**src/rtl/wdb_pkg.sv**
```systemverilog
`timescale 1ns / 1ps
package wdb_pkg;

	localparam int NUM_CHANNELS = 16;
	localparam int CHAN_W = 4;
	localparam int CNT_W = $clog2(NUM_CHANNELS + 1);

	localparam logic [31:0] DEFAULT_TIMEOUT_RST = 32'd1000;
	localparam logic [31:0] TOTAL_MAX = 32'hFFFF_FFFF;
	localparam logic [15:0] CHAN_CNT_MAX = 16'hFFFF;

	localparam logic [2:0] OP_CREATE = 3'd0;
	localparam logic [2:0] OP_ENABLE = 3'd1;
	localparam logic [2:0] OP_DISABLE = 3'd2;
	localparam logic [2:0] OP_KICK = 3'd3;
	localparam logic [2:0] OP_DELETE = 3'd4;
	localparam logic [2:0] OP_TICK = 3'd5;

	localparam logic [1:0] STAT_OK = 2'd0;
	localparam logic [1:0] STAT_NOT_FOUND = 2'd1;
	localparam logic [1:0] STAT_NO_SLOT = 2'd2;

	typedef enum logic [1:0] {
		CM_OFF = 2'd0,
		CM_ON = 2'd1,
		CM_TRIG = 2'd3
	} cmode_t;

	typedef enum logic [1:0] {
		S_IDLE,
		S_SCAN,
		S_FLUSH
	} fsm_t;

	typedef struct packed {
		logic [2:0] mode;
		logic [3:0] channel;
		logic [15:0] owner_id;
		logic [31:0] timeout;
		logic [2:0] recovery;
	} req_t;

	typedef struct packed {
		logic [1:0] status;
		logic [3:0] slot;
		logic [15:0] expired_agent;
		logic [2:0] action;
		logic expired;
		logic [15:0] channel_expiries;
		logic [31:0] total_expiries;
		logic [4:0] active_count;
		logic last;
	} rsp_t;

	typedef struct packed {
		logic create;
		logic enable;
		logic dis;
		logic kick;
		logic del;
		logic [CHAN_W-1:0] chan;
		logic [15:0] agent;
		logic [31:0] limit;
		logic [2:0] action;
		logic [31:0] now;
	} cmd_t;

	typedef struct packed {
		cmode_t mode;
		logic hit;
		logic [CHAN_W-1:0] slot;
		logic [15:0] agent;
		logic [2:0] action;
		logic [15:0] cexp;
	} cell_st_t;

endpackage

```
**src/rtl/wdb_cell.sv**
```systemverilog
`timescale 1ns / 1ps
module wdb_cell import wdb_pkg::*; (
	input logic clk,
	input logic arst_n,
	input logic [CHAN_W-1:0] idx,
	input cmd_t cmd,
	input logic adv,
	input logic tok_in,
	output logic tok_out,
	output cell_st_t st
);

	cmode_t mode_q;
	logic tok_q;
	logic [15:0] agent_q;
	logic [31:0] limit_q;
	logic [31:0] kick_q;
	logic [2:0] action_q;
	logic [15:0] cnt_q;

	logic sel;
	logic hit;
	logic fire;
	logic [31:0] elapsed;
	logic [15:0] cnt_inc;

	assign sel = (cmd.chan == idx);
	assign elapsed = cmd.now - kick_q;
	assign hit = tok_q && (mode_q == CM_ON) && (elapsed >= limit_q);
	assign fire = hit && adv;
	assign cnt_inc = (cnt_q == CHAN_CNT_MAX) ? cnt_q : cnt_q + 16'd1;

	always_ff @(posedge clk or negedge arst_n) begin
		if (!arst_n) begin
			mode_q <= CM_OFF;
			tok_q <= 1'b0;
		end else begin
			if (adv) begin
				tok_q <= tok_in;
			end
			if (fire) begin
				mode_q <= CM_TRIG;
			end else if (sel) begin
				if (cmd.create || cmd.del) begin
					mode_q <= CM_OFF;
				end else if (cmd.enable) begin
					mode_q <= CM_ON;
				end else if (cmd.dis && (mode_q == CM_ON)) begin
					mode_q <= CM_OFF;
				end
			end
		end
	end

	always_ff @(posedge clk) begin
		if (sel && cmd.create) begin
			agent_q <= cmd.agent;
			limit_q <= cmd.limit;
			action_q <= cmd.action;
		end
		if (sel && (cmd.create || cmd.enable || (cmd.kick && (mode_q == CM_ON)))) begin
			kick_q <= cmd.now;
		end
		if (sel && cmd.create) begin
			cnt_q <= 16'd0;
		end else if (fire) begin
			cnt_q <= cnt_inc;
		end
	end

	assign tok_out = tok_q;

	always_comb begin
		st.mode = mode_q;
		st.hit = hit;
		st.slot = idx;
		st.agent = agent_q;
		st.action = action_q;
		st.cexp = cnt_inc;
	end

endmodule

```
**config.mk**
```make
export PLATFORM = sky130hd
export DESIGN_NAME = wdb_cell
export DESIGN_NICKNAME = d
export VERILOG_FILES = /design/src/rtl/wdb_pkg.sv /design/src/rtl/wdb_cell.sv
export SDC_FILE = /design/constraint.sdc
export NUM_CORES = 1
export LEC_CHECK = 0
export BUFFER_PORTS_ARGS = -buffer_cell sky130_fd_sc_hd__buf_2
export CAP_MARGIN = 0
export CORE_MARGIN = 2
export CORE_UTILIZATION = 40
export CTS_CLUSTER_DIAMETER = 30
export DETAILED_ROUTE_END_ITERATION = 16
export GPL_TIMING_DRIVEN = 0
export PLACE_DENSITY_LB_ADDON = 0.2
export SLEW_MARGIN = 20
export SYNTH_ARGS = -nofsm -noshare
export SYNTH_HDL_FRONTEND = slang
export SYNTH_SLANG_ARGS = --single-unit
```
**constraint.sdc**
```tcl
create_clock -name clk -period 3.6 [get_ports clk]
set_input_delay 0 -clock clk [delete_from_list [all_inputs] [get_ports clk]]
set_output_delay 0 -clock clk [all_outputs]
set_load 0.01 [all_outputs]
```
## After elaboration in Yosys (flattened, before gate mapping)

Cells that the tools add are included.

| word-level totals | value |
|---|---|
| input bits | 100 |
| flip-flop bits (word level) | 102 |
| output and inout port bits | 43 |
| logic and storage cells | 32 |

| cells by class | value |
|---|---|
| order comparisons | 1 |
| $add $sub $neg | 2 |
| reductions and logical operators | 13 |
| equal/unequal tests | 3 |
| mux-type cells | 6 |

Operators by type and width:

| kind | number |
|---|---|
| $ge 32x32->1 | 1 |
| $sub 32x32->32 | 1 |
| $add 16x1->16 const B | 1 |
| $eq 16x16->1 const B | 1 |
| $mux 16 | 1 |
| $mux 2 | 5 |
| $logic_and 1x1->1 | 7 |
| $eq 4x4->1 | 1 |
| $reduce_bool 4->1 | 1 |
| $logic_or 1x1->1 | 3 |
| $eq 2x1->1 const B | 1 |
| $reduce_and 2->1 | 1 |
| $reduce_bool 2->1 | 1 |

## Depth between registers and ports, before layout

| depth | value |
|---|---|
| depth in word-level cells | 7 |
| mapped depth | 21 |
| depth with buffers taken out | 19 |

## Worst setup path before layout

Ideal clock, no wire load.

| timing | value |
|---|---|
| path type | reg-to-reg |
| start | register kick_q[4] |
| end | register cnt_q[7] |
| setup slack | -0.376 ns |
| period minus slack after synthesis | 3.976 ns |
| buffers on the path | 2 |
| setup time | 0.098 ns |
| stages on the path, launching flop included | 20 |
| arrival | 3.878 ns |
| data required time | 3.502 ns |
| cells stage by stage | edfxtp_1 -> inv_1 -> ha_1 -> a21o_1 -> a211o_1 -> o2111a_2 -> o41ai_4 -> a21oi_2 -> a21oi_1 -> o311ai_1 -> ha_1 -> a21o_1 -> a21o_1 -> a21oi_1 -> o211ai_1 -> a22oi_2 -> buf_4 -> buf_2 -> o21ai_0 -> a21oi_1 |

| between the ends | value |
|---|---|
| cells in the longest elaborated chain, start to end | 4 |

Ends and longest elaborated chain:

| what | RTL line | source |
|---|---|---|
| start: declaration | wdb_cell.sv:17 | `logic [31:0] kick_q;` |
| start signal: assignment | wdb_cell.sv:62 | `kick_q <= cmd.now;` |
| $sub 32x32->32 | wdb_cell.sv:28 | `assign elapsed = cmd.now - kick_q;` |
| $ge 32x32->1 | wdb_cell.sv:29 | `assign hit = tok_q && (mode_q == CM_ON) && (elapsed >= limit_q);` |
| $logic_and 1x1->1 | wdb_cell.sv:29 |  |
| $logic_and 1x1->1 | wdb_cell.sv:30 | `assign fire = hit && adv;` |
| end signal: assignment | wdb_cell.sv:67 | `cnt_q <= cnt_inc;` |
| end: declaration | wdb_cell.sv:19 | `logic [15:0] cnt_q;` |

Every way passes these cells.
A chain may end at the register's enable or synchronous reset.

## Worst setup path in the final report

| timing | value |
|---|---|
| start | register kick_q[4] |
| end | register cnt_q[8] |

Same word-level chain as after synthesis.

==> results.cfg <==
[sta]
final_critical_path_setup_slack_ns = -0.602
finalHoldViolCount = 0
pin_slew_with_the_least_headroom_to_its_limit_ns = 0.932
timing.slew.headroom_pct = 36.2
tns_ns = -10.12
fmaxAchievable_ghz = 0.238
final-setup-viol-count = 19
final.min_clock_period_ns = 4.20
min_period_over_period_pct = 117
grt_setup_unrepaired = yes
clock_skew_ns = 0.00649
slew_violations = 0

[route]
totalWireLength_um = 16500
avg_vias_per_cell = 5.03
drc = 0
detail_route.wl_per_cell_um = 15.1
first_drt_iteration_drcs = 282
final_antenna_net_count = 0
routed-via-count = 5519
drt_pre_antenna_iters = 4

[final_layout]
areaGrowthSynthToFinish_pct = 42.4
design.final.nets = 1046
post_layout_nonfiller_instances = 1097
fin_util_pct = 58.7
layout-drive-gt1-share_pct = 27.5

[setup_path]
minimum_setup_slack_among_reg_to_reg_paths_ns = -0.60
timing.critical_path.to = cnt_q[8]
crit_start = kick_q[4]
worst_setup_path_end_kind = register
timing.critical_path.from_type = register
reg2regPathDepth = 18
startpoint_of_the_worst_slack_reg_to_reg_timing_path = kick_q[4]
cp.depth = 18
path_class = reg2reg
cp_cell_sequence = inv_2 > ha_4 > a21o_1 > a211o_1 > o2111a_2 > o41ai_4 > a21oi_4 > a311oi_2 > xnor2_1 > ha_1 > nand4_1 > buf_4 > nor4_4 > and2_1 > a22oi_2 > buf_6 > or4_1 > a21oi_1
crit_slowest_cell = sky130_fd_sc_hd__or4_1
crit_arrival_ns = 4.49
cp_top_family = compound AO/OA/AOI/OAI gates
crit_fanout = 6
critPathBufInv = 3
cp_data_required_time_ns = 3.89
reg2reg_to = cnt_q[8]
cp_slowest_stage_delay_ns = 0.39

[clocking]
cts.reportedPaths.clkPinSlew_ns = 0.08
clock_path_buffers = 2
cts_sinks = 102
worst_skew_pair.late_latency_ns = 0.35
numCtsBuffers = 9
cts_tree = yes
clock_tree.root_cell = sky130_fd_sc_hd__clkbuf_16
htreeDepth = 3

[synthesis]
synthMostInstantiatedCell = sky130_fd_sc_hd__edfxtp_1
synth-warning-count = 0
synth_top_cell_area_share_pct = 39.5
synth_edf_count = 83
netlist_area_um2 = 6310
ys_dominant_reg_cell = sky130_fd_sc_hd__edfxtp_1
ff_latch_count_synth = 102
netlist-cell-type-count = 58
synth_top_cell_by_area = sky130_fd_sc_hd__edfxtp_1
async_reset_ff_share_pct = 2.94
synth.avg_cell_area_um2 = 10.2
synth_seq_area_share_pct = 45.8
syn-instance-count = 616
synth_nets = 781
synth_top_cells_by_count = sky130_fd_sc_hd__edfxtp_1, sky130_fd_sc_hd__inv_1, sky130_fd_sc_hd__ha_1
top_post_synthesis_cells_by_area = sky130_fd_sc_hd__edfxtp_1, sky130_fd_sc_hd__ha_1, sky130_fd_sc_hd__dfxtp_1

[grt]
grt_start_max_net_pins = 40
vias_in_the_first_global_route = 5661
antenna_found_initial = 1
overflow = 0
global_route_wire_length_before_repair_um = 26600
grtUsageTotal_pct = 20.0

[floorplanning]
core_um2 = 15300
start_util_pct = 41.2
floorplan.io_pins = 143
fp.dieW_um = 130
die_height_um = 130
row_count = 45
die_area_um2 = 16800

[outcome]
outcome = complete, but fails checks
failing_checks = setup timing

[min_path]
worstHoldPathType = in2reg

[power_and_ir_drop]
p_per_area_nw_per_um2 = 351
p_total_mw = 3.15
peakVddDrop_mv = 0.294
leakage_nw = 4.05

[job]
max_cap_violations = 0

[placed_design]
port_buffers = 142
routabilityCongestion = 0.884
worst_setup_timing_slack_at_the_placement_stage_ns = -0.916
post-dp-hpwl_um = 11200
cell_count_after_placement = 971
## timing repair
action,4_1_cts,5_1_grt
resized for setup,32,21
hold buffers,90,0
setup buffers,16,4
pin swaps,20,11
cloned,2,0
hold endpoints to repair,89,0
endpoints found under the setup margin,19,19
## state kept, by name (all words and copies together), names as in the netlist
name      flops
limit_q      32
kick_q       32
action_q      3
cnt_q        16
tok_out       1
agent_q      16
mode_q        2
## worst min-delay path: stages
cell,delay (ns)
sky130_fd_sc_hd__buf_2,0.12
sky130_fd_sc_hd__nand2_1,0.10
sky130_fd_sc_hd__o211ai_1,0.11
sky130_fd_sc_hd__nand2_1,0.05
## how the worst min path moves through the flow
stage               startpoint  depth (start not counted)   endpoint
CTS                    cmd[91]                          4  cnt_q[11]
floorplan               arst_n                          0  mode_q[0]
global placement        arst_n                          1    tok_out
global route           cmd[91]                          4  cnt_q[11]
finish                 cmd[91]                          4  cnt_q[11]
detailed placement      arst_n                          1    tok_out
## stage by stage
| stage | cell area [µm²] | hold slack [ns] |
|---|---|---|
| floorplan | 6360 | -0.296 |
| global placement | 7330 | -0.201 |
| detailed placement | 7390 | -0.198 |
| CTS | 8850 | 0.0506 |
| global route | 8980 | 0.0978 |
| finish | 8980 | 0.0635 |
## layout by cell type, fill, tap and decap left out, types with 20 or more instances in the layout
cell	count
sky130_fd_sc_hd__buf_2	144
sky130_fd_sc_hd__dlygate4sd3_1	90
sky130_fd_sc_hd__edfxtp_1	83
sky130_fd_sc_hd__inv_1	73
sky130_fd_sc_hd__ha_1	58
sky130_fd_sc_hd__nand2_1	49
sky130_fd_sc_hd__nor2_1	37
sky130_fd_sc_hd__a21oi_1	37
sky130_fd_sc_hd__a21o_1	20
sky130_fd_sc_hd__buf_4	20
## cells by family (layout without fill, tap and decap cells)
kind of cell / count (synthesis) / in the layout / share of synthesized area, %
xor+xnor: 36 / 36 / 5.00
buf+inv: 88 / 357 / 5.65
simple gates: 169 / 169 / 13.5
other cells: 0 / 1 / 0
compound gates: 146 / 146 / 15.4
fa+ha+maj: 65 / 65 / 13.0
flops: 102 / 102 / 45.8
mux: 10 / 10 / 1.65
## report_power, final
part | leakage, nW | switching (mW) | total [mW] | internal (mW)
Combinational | 2.99 | 0.389 | 0.776 | 0.387
Sequential | 0.917 | 0.0296 | 1.36 | 1.33
Clock | 0.149 | 0.469 | 1.02 | 0.550
Total | 4.05 | 0.888 | 3.15 | 2.27
## routing by layer
layer  GRT usage (%)  routed length (µm)  vias to the layer above
met5               0                   0                        -
met4            6.33                 328                        0
met3            5.12                 887                       27
met2            34.6                8240                      134
met1            24.3                7060                     2606
li1                -                   -                     2752
## layout make-up
cell class	count	area (µm²)
Inverter	76	285
Timing Repair Buffer	256	1860
Sequential cell	102	2890
Fill cell	1346	6330
Buffer	10	73.8
Tap cell	211	264
Multi-Input combinational cell	426	3310
Antenna cell	1	2.50
Clock inverter	6	76.3
Clock buffer	9	225
(Power assumes the default switching activity.)
